===== src/tfr_pkg.sv =====
package tfr_pkg;

	localparam logic [7:0] FRAME_START = 8'h06;
	localparam logic [7:0] FRAME_STOP  = 8'h07;
	localparam logic [7:0] CMD_RPM     = 8'd1;
	localparam logic [7:0] CMD_CURRENT = 8'd2;
	localparam logic [7:0] LEN_ONE     = 8'd1;
	localparam logic [7:0] LEN_TWO     = 8'd2;

	localparam int EVQ_DEPTH  = 4;
	localparam int EVQ_AW     = $clog2(EVQ_DEPTH);
	localparam int OUTQ_DEPTH = 2;
	localparam int OUTQ_AW    = $clog2(OUTQ_DEPTH);

	typedef enum logic [2:0] {
		PH_HUNT,
		PH_LEN,
		PH_CMD,
		PH_PAYLOAD,
		PH_CHECK,
		PH_STOP
	} phase_t;

	// What the parser reports for one received byte.
	typedef struct packed {
		logic        done;
		logic        err;
		logic [7:0]  cmd;
		logic [15:0] value;
	} event_t;

	typedef struct packed {
		logic        frame_done;
		logic        frame_error;
		logic [7:0]  frame_command;
		logic [15:0] frame_value;
		logic [15:0] rpm_now;
		logic [15:0] rpm_low;
		logic [15:0] rpm_high;
		logic [15:0] motor_current;
	} result_t;

endpackage


===== src/tfr_front.sv =====
module tfr_front (
	input  logic                clk,
	input  logic                arst_n,
	input  logic                take,
	input  logic [7:0]          rx_byte,
	output tfr_pkg::event_t     ev
);

	tfr_pkg::phase_t phase_q, phase_next;
	logic [1:0]  len_q;
	logic [1:0]  cnt_q;
	logic [1:0]  cnt_inc;
	logic [7:0]  cmd_q;
	logic [15:0] acc_q;
	logic [7:0]  xor_q;
	logic        chk_q;
	logic        len_good;

	assign len_good = (rx_byte == tfr_pkg::LEN_ONE) || (rx_byte == tfr_pkg::LEN_TWO);
	assign cnt_inc  = cnt_q + 2'd1;

	always_comb begin
		phase_next = phase_q;
		unique case (phase_q)
			tfr_pkg::PH_HUNT: begin
				if (rx_byte == tfr_pkg::FRAME_START) phase_next = tfr_pkg::PH_LEN;
			end
			tfr_pkg::PH_LEN: begin
				phase_next = len_good ? tfr_pkg::PH_CMD : tfr_pkg::PH_HUNT;
			end
			tfr_pkg::PH_CMD:     phase_next = tfr_pkg::PH_PAYLOAD;
			tfr_pkg::PH_PAYLOAD: begin
				if (cnt_inc >= len_q) phase_next = tfr_pkg::PH_CHECK;
			end
			tfr_pkg::PH_CHECK:   phase_next = tfr_pkg::PH_STOP;
			tfr_pkg::PH_STOP:    phase_next = tfr_pkg::PH_HUNT;
			default:             phase_next = tfr_pkg::PH_HUNT;
		endcase
	end

	always_comb begin
		ev.done  = 1'b0;
		ev.err   = 1'b0;
		ev.cmd   = cmd_q;
		ev.value = acc_q;
		unique case (phase_q)
			tfr_pkg::PH_LEN: ev.err = !len_good;
			tfr_pkg::PH_STOP: begin
				ev.done = (rx_byte == tfr_pkg::FRAME_STOP) && chk_q;
				ev.err  = !((rx_byte == tfr_pkg::FRAME_STOP) && chk_q);
			end
			default: ;
		endcase
	end

	always_ff @(posedge clk or negedge arst_n) begin
		if (!arst_n) begin
			phase_q <= tfr_pkg::PH_HUNT;
		end else if (take) begin
			phase_q <= phase_next;
		end
	end

	always_ff @(posedge clk or negedge arst_n) begin
		if (!arst_n) begin
			len_q <= '0;
			cnt_q <= '0;
			cmd_q <= '0;
			acc_q <= '0;
			xor_q <= '0;
			chk_q <= 1'b0;
		end else if (take) begin
			unique case (phase_q)
				tfr_pkg::PH_HUNT: begin
					if (rx_byte == tfr_pkg::FRAME_START) begin
						xor_q <= tfr_pkg::FRAME_START;
						chk_q <= 1'b0;
					end
				end
				tfr_pkg::PH_LEN: begin
					if (len_good) begin
						len_q <= rx_byte[1:0];
						xor_q <= xor_q ^ rx_byte;
					end
				end
				tfr_pkg::PH_CMD: begin
					cmd_q <= rx_byte;
					xor_q <= xor_q ^ rx_byte;
					cnt_q <= '0;
					acc_q <= '0;
				end
				tfr_pkg::PH_PAYLOAD: begin
					acc_q <= {acc_q[7:0], rx_byte};
					xor_q <= xor_q ^ rx_byte;
					cnt_q <= cnt_inc;
				end
				tfr_pkg::PH_CHECK: chk_q <= (rx_byte == xor_q);
				default: ;
			endcase
		end
	end

	a_done_err_excl: assert property (@(posedge clk) disable iff (!arst_n)
		!(ev.done && ev.err)) else $error("done and error on the same byte");
	a_done_after_check: assert property (@(posedge clk) disable iff (!arst_n)
		(take && ev.done) |-> $past(phase_q == tfr_pkg::PH_CHECK || !take))
		else $error("frame completed without a check byte before it");

endmodule


===== src/tfr_evq.sv =====
module tfr_evq (
	input  logic            clk,
	input  logic            arst_n,
	input  logic            wr,
	input  tfr_pkg::event_t wr_data,
	output logic            full,
	input  logic            rd,
	output logic            avail,
	output tfr_pkg::event_t rd_data
);

	tfr_pkg::event_t             mem_q [tfr_pkg::EVQ_DEPTH];
	logic [tfr_pkg::EVQ_AW-1:0]  wptr_q, rptr_q;
	logic [tfr_pkg::EVQ_AW:0]    cnt_q;
	logic                        do_wr, do_rd;

	assign full    = (cnt_q == (tfr_pkg::EVQ_AW+1)'(tfr_pkg::EVQ_DEPTH));
	assign avail   = (cnt_q != '0);
	assign do_wr   = wr && !full;
	assign do_rd   = rd && avail;
	assign rd_data = mem_q[rptr_q];

	always_ff @(posedge clk) begin
		if (do_wr) mem_q[wptr_q] <= wr_data;
	end

	always_ff @(posedge clk or negedge arst_n) begin
		if (!arst_n) begin
			wptr_q <= '0;
			rptr_q <= '0;
			cnt_q  <= '0;
		end else begin
			if (do_wr) wptr_q <= wptr_q + 1'b1;
			if (do_rd) rptr_q <= rptr_q + 1'b1;
			cnt_q <= cnt_q + (tfr_pkg::EVQ_AW+1)'(do_wr) - (tfr_pkg::EVQ_AW+1)'(do_rd);
		end
	end

	a_cnt_bound: assert property (@(posedge clk) disable iff (!arst_n)
		cnt_q <= (tfr_pkg::EVQ_AW+1)'(tfr_pkg::EVQ_DEPTH))
		else $error("event queue overflow");
	a_ptr_gap: assert property (@(posedge clk) disable iff (!arst_n)
		(wptr_q - rptr_q) == cnt_q[tfr_pkg::EVQ_AW-1:0])
		else $error("event queue pointers disagree with count");

endmodule


===== src/tfr_back.sv =====
module tfr_back (
	input  logic             clk,
	input  logic             arst_n,
	input  logic             ev_avail,
	input  tfr_pkg::event_t  ev,
	output logic             ev_take,
	input  logic             pop,
	output logic             empty,
	output tfr_pkg::result_t res
);

	logic [7:0]  last_cmd_q;
	logic [15:0] last_val_q;
	logic        seen_q;
	logic [15:0] now_q, low_q, high_q, cur_q;

	logic [7:0]  last_cmd_d;
	logic [15:0] last_val_d;
	logic        seen_d;
	logic [15:0] now_d, low_d, high_d, cur_d;

	tfr_pkg::result_t            outq_q [tfr_pkg::OUTQ_DEPTH];
	logic [tfr_pkg::OUTQ_AW-1:0] wptr_q, rptr_q;
	logic [tfr_pkg::OUTQ_AW:0]   ocnt_q;
	logic                        ofull, do_pop;
	tfr_pkg::result_t            res_d;

	assign ofull   = (ocnt_q == (tfr_pkg::OUTQ_AW+1)'(tfr_pkg::OUTQ_DEPTH));
	assign empty   = (ocnt_q == '0);
	assign ev_take = ev_avail && !ofull;
	assign do_pop  = pop && !empty;
	assign res     = outq_q[rptr_q];

	always_comb begin
		last_cmd_d = last_cmd_q;
		last_val_d = last_val_q;
		seen_d     = seen_q;
		now_d      = now_q;
		low_d      = low_q;
		high_d     = high_q;
		cur_d      = cur_q;
		if (ev.done) begin
			last_cmd_d = ev.cmd;
			last_val_d = ev.value;
			if (ev.cmd == tfr_pkg::CMD_RPM) begin
				// The first sample only seeds the minimum.
				if (!seen_q) begin
					low_d  = ev.value;
					seen_d = 1'b1;
				end else begin
					if (ev.value < low_q)  low_d  = ev.value;
					if (ev.value > high_q) high_d = ev.value;
					now_d = ev.value;
				end
			end else if (ev.cmd == tfr_pkg::CMD_CURRENT) begin
				cur_d = ev.value;
			end
		end
		res_d.frame_done    = ev.done;
		res_d.frame_error   = ev.err;
		res_d.frame_command = last_cmd_d;
		res_d.frame_value   = last_val_d;
		res_d.rpm_now       = now_d;
		res_d.rpm_low       = low_d;
		res_d.rpm_high      = high_d;
		res_d.motor_current = cur_d;
	end

	always_ff @(posedge clk or negedge arst_n) begin
		if (!arst_n) begin
			last_cmd_q <= '0;
			last_val_q <= '0;
			seen_q     <= 1'b0;
			now_q      <= '0;
			low_q      <= '0;
			high_q     <= '0;
			cur_q      <= '0;
		end else if (ev_take) begin
			last_cmd_q <= last_cmd_d;
			last_val_q <= last_val_d;
			seen_q     <= seen_d;
			now_q      <= now_d;
			low_q      <= low_d;
			high_q     <= high_d;
			cur_q      <= cur_d;
		end
	end

	always_ff @(posedge clk) begin
		if (ev_take) outq_q[wptr_q] <= res_d;
	end

	always_ff @(posedge clk or negedge arst_n) begin
		if (!arst_n) begin
			wptr_q <= '0;
			rptr_q <= '0;
			ocnt_q <= '0;
		end else begin
			if (ev_take) wptr_q <= wptr_q + 1'b1;
			if (do_pop)  rptr_q <= rptr_q + 1'b1;
			ocnt_q <= ocnt_q + (tfr_pkg::OUTQ_AW+1)'(ev_take)
				- (tfr_pkg::OUTQ_AW+1)'(do_pop);
		end
	end

	a_outq_bound: assert property (@(posedge clk) disable iff (!arst_n)
		ocnt_q <= (tfr_pkg::OUTQ_AW+1)'(tfr_pkg::OUTQ_DEPTH))
		else $error("result queue overflow");
	a_seen_sticky: assert property (@(posedge clk) disable iff (!arst_n)
		$past(seen_q) |-> seen_q) else $error("first RPM sample flag cleared");

endmodule


===== src/telemetry_frame_receiver_top.sv =====
// Channel   Handshake          Payload
// input     push / full        rx_byte
// result    empty / pop        frame_done, frame_error, frame_command, frame_value,
//                              rpm_now, rpm_low, rpm_high, motor_current
//
// One byte is accepted per cycle while full is low, and each byte yields exactly one result transaction.
// The parser classifies each byte as it is accepted and writes the event into a
// four-entry event queue; the bookkeeping stage takes events from it while the
// two-entry result queue has room and writes one result per event.
// Reset (arst_n low) empties both queues and returns the parser to start-byte hunt.
// When pop stalls, the result queue and then the event queue fill, and full rises.
module telemetry_frame_receiver_top (
	input  logic        clk,
	input  logic        arst_n,
	input  logic        push,
	output logic        full,
	input  logic [7:0]  rx_byte,
	output logic        empty,
	input  logic        pop,
	output logic        frame_done,
	output logic        frame_error,
	output logic [7:0]  frame_command,
	output logic [15:0] frame_value,
	output logic [15:0] rpm_now,
	output logic [15:0] rpm_low,
	output logic [15:0] rpm_high,
	output logic [15:0] motor_current
);

	tfr_pkg::event_t  fr_ev, q_ev;
	tfr_pkg::result_t res;
	logic             take, q_avail, q_take;

	assign take = push && !full;

	tfr_front u_front (
		.clk     (clk),
		.arst_n  (arst_n),
		.take    (take),
		.rx_byte (rx_byte),
		.ev      (fr_ev)
	);

	tfr_evq u_evq (
		.clk     (clk),
		.arst_n  (arst_n),
		.wr      (take),
		.wr_data (fr_ev),
		.full    (full),
		.rd      (q_take),
		.avail   (q_avail),
		.rd_data (q_ev)
	);

	tfr_back u_back (
		.clk      (clk),
		.arst_n   (arst_n),
		.ev_avail (q_avail),
		.ev       (q_ev),
		.ev_take  (q_take),
		.pop      (pop),
		.empty    (empty),
		.res      (res)
	);

	assign frame_done    = res.frame_done;
	assign frame_error   = res.frame_error;
	assign frame_command = res.frame_command;
	assign frame_value   = res.frame_value;
	assign rpm_now       = res.rpm_now;
	assign rpm_low       = res.rpm_low;
	assign rpm_high      = res.rpm_high;
	assign motor_current = res.motor_current;

endmodule


===== config.mk =====
export PLATFORM = sky130hd
export DESIGN_NAME = telemetry_frame_receiver_top
export DESIGN_NICKNAME = d
export VERILOG_FILES = /design/src/tfr_pkg.sv /design/src/tfr_front.sv /design/src/tfr_evq.sv /design/src/tfr_back.sv /design/src/telemetry_frame_receiver_top.sv
export SDC_FILE = /design/constraint.sdc
export NUM_CORES = 1
export LEC_CHECK = 0
export ABC_AREA = 1
export ABC_CLOCK_PERIOD_IN_PS = 13800
export BUFFER_PORTS_ARGS = -buffer_cell sky130_fd_sc_hd__buf_2
export CAP_MARGIN = 30
export CORE_MARGIN = 8
export CORE_UTILIZATION = 30
export DETAILED_ROUTE_END_ITERATION = 16
export GPL_TIMING_DRIVEN = 0
export PLACE_DENSITY = 0.45
export SETUP_SLACK_MARGIN = 0.1
export SYNTH_ARGS = -nofsm -noshare
export SYNTH_HDL_FRONTEND = slang
export SYNTH_HIERARCHICAL = 1
export SYNTH_SLANG_ARGS = --single-unit

===== constraint.sdc =====
create_clock -name clk -period 13.8 [get_ports clk]
set_input_delay 0.69 -clock clk [delete_from_list [all_inputs] [get_ports clk]]
set_output_delay 0.69 -clock clk [all_outputs]
set_load 0.03 [all_outputs]

### Yosys cells after proc, flatten, opt, wreduce, memory -nomap -nowiden

Memories as Yosys holds them, arrays and structs flattened.
Index checks and enable logic that the tools add are counted.

* flip-flop bits (word level): 140
* bits in writable memories: 284
* input bits: 12
* output and inout bits: 92
* memories: 2

Memories
* u_back.outq_q: depth 2, bits a word 90, read ports 1, clocked after memory_dff 0, write ports 1, RTL line tfr_back.sv:22 `tfr_pkg::result_t outq_q [tfr_pkg::OUTQ_DEPTH];`
* u_evq.mem_q: depth 4, bits a word 26, read ports 1, clocked after memory_dff 0, write ports 1, RTL line tfr_evq.sv:12 `tfr_pkg::event_t mem_q [tfr_pkg::EVQ_DEPTH];`

* $add $sub $neg: 9
* magnitude comparators: 3
* equal/unequal tests: 17
* muxes and demuxes: 33
* bitwise gates (word level): 1
* reductions and logical operators: 26

Operator list (count)
* $mux 16: 15
* $pmux 16 s2: 1
* $mux 8: 3
* $pmux 8 s3: 1
* $eq 8x1->1 const B: 2
* $eq 8x2->1 const B: 2
* $eq 8x3->1 const B: 2
* $gt 16x16->1: 1
* $lt 16x16->1: 1
* $pmux 3 s5: 1
* $reduce_and 3->1: 4
* $eq 3x3->1 const B: 3
* $eq 8x8->1: 1
* $xor 8x8->8: 1
* $add 2x1->2 const B: 3
* $eq 3x2->1 const B: 2
* $logic_and 1x1->1: 6
* $mux 1: 6
* $mux 3: 2
* $ne 2x1->1 const B: 3
* $reduce_bool 3->1: 2
* $logic_not 1->1: 5
* $pmux 1 s2: 2
* $pmux 2 s2: 1
* other kinds (16): 19

### Depth between registers and ports, before layout

Gate-level depths: netlist of the first run.

* depth in word-level cells: 6
* mapped depth: 22

### By module

Netlist of the first run, hierarchy kept.

By module, submodules not included
* tfr_back: times used 1, cells each 1250, area an instance 12014.0 um^2
* tfr_evq: times used 1, cells each 388, area an instance 4550.6 um^2
* tfr_front: times used 1, cells each 231, area an instance 2049.5 um^2
* telemetry_frame_receiver_top: times used 1, cells each 2, area an instance 10.0 um^2

### Worst setup path after synthesis of the first run

Ideal clock, no wire load.

* path type: register to register
* start: register u_evq/cnt_q[1] (netlist bit)
* end: memory u_back/outq_q[1][0] (netlist bit) (enable)
* setup time: 541 ps
* data arrival time: 4702 ps
* data required time: 13259 ps
* slack: 8557 ps
* cell stages (with the launch flop): 6
* buffers on the path: 1
* period minus slack after synthesis: 5243 ps
* cell sequence: dfrtp_1 nor2_1 nand2_1 o21ai_1 clkbuf_1 nor2_1

* word-level cells in the longest chain between the ends: 4

RTL lines
* from (decl): RTL line tfr_evq.sv:14 `logic [tfr_pkg::EVQ_AW:0] cnt_q;`
* from (signal assigned): RTL line tfr_evq.sv:35 `cnt_q <= cnt_q + (tfr_pkg::EVQ_AW+1)'(do_wr) - (tfr_pkg::EVQ_AW+1)'(do_rd);`
* $reduce_bool 3->1: RTL line tfr_evq.sv:18 `assign avail = (cnt_q != '0);`
* net q_avail: RTL line telemetry_frame_receiver_top.sv:32 `logic take, q_avail, q_take;`
* $logic_and 1x1->1: RTL line tfr_back.sv:30 `assign ev_take = ev_avail && !ofull;`
* $mux 1: RTL line tfr_back.sv:90 `if (ev_take) outq_q[wptr_q] <= res_d;`
* $mux 1 (not written as such): RTL line tfr_back.sv:90
* to (decl): RTL line tfr_back.sv:22

The timed path passes the listed nets, and every way through them passes these cells.

### Worst setup path in the final report of the first run

* start: register u_evq/cnt_q[1] (netlist bit)
* end: register u_evq/cnt_q[2] (netlist bit)

* elaborated cells on any way between the ends: 9
* those cells by class: add/sub: 2; eq/ne: 1; reduce/logical: 6

RTL lines
* $reduce_bool 3->1: RTL line tfr_evq.sv:18
* net q_avail: RTL line telemetry_frame_receiver_top.sv:32
* $logic_and 1x1->1: RTL line tfr_back.sv:30
* net q_take: RTL line telemetry_frame_receiver_top.sv:32
* $logic_and 1x1->1: RTL line tfr_evq.sv:20 `assign do_rd = rd && avail;`
* net u_evq.do_rd: RTL line tfr_evq.sv:15 `logic do_wr, do_rd;`
* $sub 3x1->3: RTL line tfr_evq.sv:35

The timed path passes the listed nets, and every way through them passes these cells.
A chain may end at the register's enable or synchronous reset.

==> flow_summary.ini, run 1 <==
[outcome]
status = completed

[setup_path]
crit_type = flop to flop
r2r_end = u_evq/cnt_q[2]
crit_path_start_kind = flop
startpoint = u_evq/cnt_q[1]
worstPathRequired_ps = 14290
crit_fanout = 13
reg2reg_depth = 15
end_kind = flop
r2r_start = u_evq/cnt_q[1]
critPathArrivalTime_ps = 4410
reg2reg_setup_slack_ps = 9880

[synth]
yosys.area.top_type = edfxtp_1
yosys.cell_types.count = 38
ys_ff_latch = 424
netlist_area_sq_um = 18600
ys_warn_count = 6
yosysTopAreaCellShare = 0.458
seq_area_frac_synth = 0.646
synth.avg_cell_area_sq_um = 9.95
synth_area_leaders = edfxtp_1 (46%), dfrtp_1 (19%), nand2_1 (15%)
synth_cells = 1871
ys.flop_type = edfxtp_1
synth-async-reset-ratio = 0.330
synthMostInstantiatedCell = nand2_1
synth_common_cells = nand2_1 (754), edfxtp_1 (284), inv_1 (152), dfrtp_1 (140), nor2_1 (85)
syn_nets = 1925
synth-edff-count = 284

[global_routing]
grt_max_degree = 109
grt_pass1_wl_microns = 77900
grt_use_total = 0.143
grt_overflow = 0
antenna_found_initial = 0
grt_pass1_vias = 12800

[timing]
layout_min_cycle_time_ps = 3920
fmax_ghz = 0.255
fin_crit_sh = 0.284
clock_skew_ps = 35.6
hold_viol = 0
fin_ws_ps = 9880
max_slew_margin = 0.379
setup_viol = 0
rsz0062_at_grt = no
hold-worst-slack_ps = 445
tns_ps = 0
worstMarginPinSlew_ps = 923
report.final.slew_viol_count = 0

[die]
fp-row-count = 91
dieArea_sq_um = 70300
die_w_microns = 265
core-area_sq_um = 61600
dieHeight_microns = 265
ios = 104
start_util = 0.302

[drt]
dr_total_vias = 12900
antenna_left = 0
drtIter0Drc = 863
via_per_inst = 4.41
routed_wl_microns = 50700
firstDrtPassIters = 6
route.detailed.drc = 0
post_drt_wl_per_cell_microns = 17.4

[pwr]
vdd_drop_max_v = 0.000116
p_leak_nw = 9.85
p_total_mw = 6.21
power.density_nw_per_um2 = 280

[placement]
hpwl_microns = 35100
gp_congestion = 0.784
post_dp_cell_area_sq_um = 20500
dp_slack_ps = 9810
port_buffers = 103
post-place-cells = 2823

[clock_network]
cts_resized = 0
insertion_delay_ps = 600
postCtsSetupRepairBufs = 0
root_buffer = clkbuf_16
numCtsBuffers = 49
clk_pin_slew_worst_paths_ps = 60
cts_tree = built
cts.htree.levels = 2
cts_sinks = 424
clockBufferDepth = 3

[final_layout]
fin_nets = 2092
instances_no_fill = 2917
fill_cells = 6124
final_util = 0.360
fin_area_sq_um = 22200
areaGrowthSynthToFinish_pct = 19.2
drive_gt1_frac = 0.123

[worst_hold_path]
hp-class = input pin to flop
holdPathEnd = u_front/acc_q[4]
hold_depth = 3
hp-start = rx_byte[4]

[job]
maxCapViolCount = 0
## power by group
part	switching, mW	internal [mW]	leakage, nW	total, mW
Combinational	2.01	0.726	4.45	2.74
Sequential	0.158	2.00	4.60	2.16
Clock	0.524	0.788	0.800	1.31
## what timing repair did
action                                  in CTS  in global routing
endpoints found under the hold margin       32                  0
endpoints found under the setup margin       0                  0
hold buffers                                 1                  0
## critical path, cell delays in order (launching register included)
cell	delay, ps
dfrtp_1	420
nor2_1	90
nand2_1	270
o21ai_1	240
inv_2	210
clkbuf_1	510
buf_1	750
nand2_1	210
inv_1	100
ha_1	220
inv_1	60
ha_1	130
inv_1	50
fa_1	410
nand3_1	90
nand2_1	50
## metal layers
layer | share of wire | vias to the layer above | track usage
met3 | 0.049 | 61 | 0.0301
met2 | 0.48 | 265 | 0.239
met1 | 0.45 | 6107 | 0.188
met4 | 0.020 | 0 | 0.0394
li1 | - | 6433 | -
met5 | 0 | - | 0
## sequential cells by signal, indices dropped and copies added (netlist names), 8 cells and up
| name | cells |
|---|---|
| u_evq/mem_q | 104 |
| u_back/high_q | 16 |
| u_back/last_val_q | 16 |
| u_back/now_q | 16 |
| u_front/acc_q | 16 |
| u_back/cur_q | 16 |
| u_front/cmd_q | 8 |
| u_back/outq_q | 180 |
| u_back/low_q | 16 |
| u_back/last_cmd_q | 8 |
| u_front/xor_q | 8 |
## worst max path at each step
stage	to	slack, ps	depth (start not counted)
after floorplan	u_back/outq_q[1][0]	8560	5
after global routing	u_evq/cnt_q[2]	9580	15
after detailed placement	u_evq/cnt_q[2]	9810	15
after global placement	u_back/outq_q[1][69]	5110	5
after CTS	u_evq/cnt_q[2]	9800	15
final	u_evq/cnt_q[2]	9880	15
## layout make-up
type	instances	area [sq um]	share of cell area
timing repair buffer	116	827	0.0373
clock buffer	73	1420	0.0639
clock inverter	19	228	0.0103
inverter	165	619	0.0279
antenna	1	2.50	0.000113
tap	837	1050	0.0472
sequential	424	12000	0.542
buffer	78	412	0.0185
multi-input combinational	1204	5610	0.253
## placed cells by master, fill, tap and decap left out, types with 3 or more instances in the layout
cell type | Yosys | routed
xnor2_1 | 6 | 6
inv_1 | 152 | 152
o21bai_1 | 8 | 8
clkinv_2 | 0 | 5
buf_2 | 7 | 109
xor2_1 | 6 | 6
nor2_4 | 1 | 7
edfxtp_1 | 284 | 284
clkbuf_16 | 0 | 50
buf_4 | 5 | 5
clkinv_1 | 0 | 5
nor3_1 | 6 | 6
buf_16 | 0 | 8
bufinv_16 | 0 | 4
o22ai_2 | 8 | 8
nor2_1 | 85 | 79
clkbuf_1 | 44 | 59
ha_1 | 41 | 41
dfrtp_1 | 140 | 140
buf_12 | 0 | 3
o21ai_0 | 79 | 79
buf_6 | 12 | 13
and2_1 | 16 | 16
a21oi_1 | 15 | 15
o21ai_1 | 78 | 78
clkbuf_8 | 0 | 8
nand2_1 | 754 | 754
nand4_1 | 6 | 6
nand3_1 | 72 | 72
buf_1 | 9 | 9
inv_2 | 13 | 13
nand2_2 | 4 | 4
## kinds of logic after synthesis
family,share of synthesized area
compound gates,0.0591
buf+inv,0.0554
fa+ha+maj,0.0286
xor+xnor,0.00564
flops,0.646
simple gates,0.205
No activity file was read; power rests on OpenSTA's default activity.
==> run 2: changes to the inputs <==
--- a/config.mk
+++ b/config.mk
@@ -6,7 +6,7 @@
 export NUM_CORES = 1
 export LEC_CHECK = 0
 export ABC_AREA = 1
-export ABC_CLOCK_PERIOD_IN_PS = 13800
+export ABC_CLOCK_PERIOD_IN_PS = 3800
 export BUFFER_PORTS_ARGS = -buffer_cell sky130_fd_sc_hd__buf_2
 export CAP_MARGIN = 30
 export CORE_MARGIN = 8
==> constraint.sdc (replaced) <==
create_clock -name clk -period 3.8 [get_ports clk]
set_input_delay 0.19 -clock clk [delete_from_list [all_inputs] [get_ports clk]]
set_output_delay 0.19 -clock clk [all_outputs]
set_load 0.03 [all_outputs]
==> flow_summary.ini, run 2 (synthesis gave the netlist of run 1 again) <==
[setup_path]
cp_cell_sequence = buf_6, clkbuf_2, o21ai_0, nand2_1, nand2_1, ha_1, nand2_1, nor3_1, nand2_1, nand2_1, nand2_4, buf_6, nand2_1, nand2_1
critPathArrivalTime_ps = 3770
crit_type = flop to flop
crit_fanout = 10
worstPathRequired_ps = 4100
reg2reg_setup_slack_ps = 330
crit_path_start_kind = flop
r2r_start = u_evq/rptr_q[0]
end_kind = flop
reg2reg_depth = 14
r2r_end = u_back/outq_q[0][23]
critical_path_buf_inv_count = 3
crit_slowest_cell = ha_1
crit_family = simple AND/OR/NAND/NOR gates
path_common_cell = nand2_1
max_stage_delay_ps = 470

[placement]
port_buffers = 103
hpwl_microns = 35100
post-place-cells = 2820
post_dp_cell_area_sq_um = 20500
gp_congestion = 0.774

[clock_network]
cts_tree = built
clk_pin_slew_worst_paths_ps = 60
cts.htree.levels = 2
postCtsSetupRepairBufs = 0
insertion_delay_ps = 580
numCtsBuffers = 49
cts_sinks = 424
root_buffer = clkbuf_16
clockBufferDepth = 3

[global_routing]
grt_pass1_vias = 13200
grt_pass1_wl_microns = 78800
grt_overflow = 0
antenna_found_initial = 0
grt_use_total = 0.144
grt_max_degree = 76

[timing]
tns_ps = 0
report.final.slew_viol_count = 0
fmax_ghz = 0.288
layout_min_cycle_time_ps = 3470
fin_crit_sh = 0.912
hold_viol = 0
clock_skew_ps = 12.1
setup_viol = 0
worstMarginPinSlew_ps = 922
rsz0062_at_grt = no
max_slew_margin = 0.385

[worst_hold_path]
hp-start = rx_byte[1]
hp-class = input pin to flop
holdPathEnd = u_front/acc_q[1]
hold_depth = 3

[final_layout]
final_util = 0.360
fill_cells = 6176
fin_area_sq_um = 22200
drive_gt1_frac = 0.127
regMostFlops = u_back/outq_q
instances_no_fill = 2921
layout_commonest_cell = nand2_1
reg_top3 = u_back/outq_q x180, u_evq/mem_q x104
layout_common_cells = nand2_1 (748), edfxtp_1 (284), inv_1 (152), dfrtp_1 (140), buf_2 (109)
fin_nets = 2097
multiInputGateArea_sq_um = 5620
largest_reg_flops = 180
num_antenna_cells = 0
seq_area_sq_um = 12000
areaGrowthSynthToFinish_pct = 19.1

[drt]
route.detailed.drc = 0
post_drt_wl_per_cell_microns = 17.5
drtIter0Drc = 865
firstDrtPassIters = 5
dr_total_vias = 13100
routed_wl_microns = 51100
via_per_inst = 4.49
antenna_left = 0

[die]
die_w_microns = 265
fp-row-count = 91
start_util = 0.302
core-area_sq_um = 61600
dieArea_sq_um = 70300
ios = 104
dieHeight_microns = 265

[pwr]
p_total_mw = 22.4
p_leak_nw = 9.84
power.density_nw_per_um2 = 1010
vdd_drop_max_v = 0.000354

[job]
maxCapViolCount = 0

[outcome]
status = completed
==> run 2: changes by cell type in the layout (fill, tap and decap cells not counted), moves of 3 or more <==
cell	delta
clkbuf_2	+3
clkbuf_1	-7
buf_16	-4
nand2_1	-6
clkinv_2	+4
clkbuf_8	-3
nand2_2	+6
dlygate4sd3_1	+9
clkinvlp_4	+3
==> run 2: cell type report <==
| type | count | area share |
|---|---|---|
| inverter | 165 | 0.0279 |
| timing repair buffer | 122 | 0.0377 |
| clock inverter | 24 | 0.00948 |
| buffer | 77 | 0.0189 |
| tap | 837 | 0.0472 |
| multi-input combinational | 1204 | 0.254 |
| clock buffer | 68 | 0.0627 |
| sequential | 424 | 0.543 |
==> run 2: tightest hold or removal path: cells and delay by family <==
kind / cells / cell delay (ps)
buffers and inverters: 2 / 290
AOI/OAI and AO/OA: 1 / 130
==> run 2: per-layer routing <==
layer | wire [microns] | track usage | share of wire | vias to the layer above
met2 | 24500 | 0.247 | 0.48 | 283
li1 | - | - | - | 6426
met1 | 22900 | 0.186 | 0.45 | 6330
met5 | 0 | 0 | 0 | -
met3 | 2320 | 0.0247 | 0.045 | 83
met4 | 1360 | 0.0424 | 0.027 | 0
==> run 2: how the worst max path moves through the flow <==
stage	cells after the start	startpoint	slack [ps]	to
floorplan	5	u_evq/cnt_q[1]	1090	u_back/outq_q[1][0]
CTS	16	u_evq/rptr_q[0]	120	u_back/outq_q[0][46]
finish	14	u_evq/rptr_q[0]	330	u_back/outq_q[0][23]
detailed placement	15	u_evq/cnt_q[1]	-200	u_evq/cnt_q[2]
global route	17	u_evq/rptr_q[0]	110	u_back/outq_q[1][44]
global placement	5	u_evq/cnt_q[1]	-400	u_back/outq_q[0][23]
==> run 2: report_power, final <==
group	internal [mW]	switching (mW)
Clock	2.76	1.92
Combinational	2.55	7.30
Sequential	7.28	0.578
Total	12.6	9.79
==> run 2: per-stage QoR <==
stage,hold slack [ps],worst slack (ps)
2_1_floorplan,-106,1090
3_3_place_gp,462,-400
3_5_place_dp,207,-200
4_1_cts,23.6,124
5_1_grt,67.1,107
6_report,79.5,333
==> run 2: what timing repair did <==
action                     4_1_cts  5_1_grt
setup endpoints to repair       22       27
hold endpoints to repair        86        0
hold buffers                    10        0
gates resized for setup          4       10
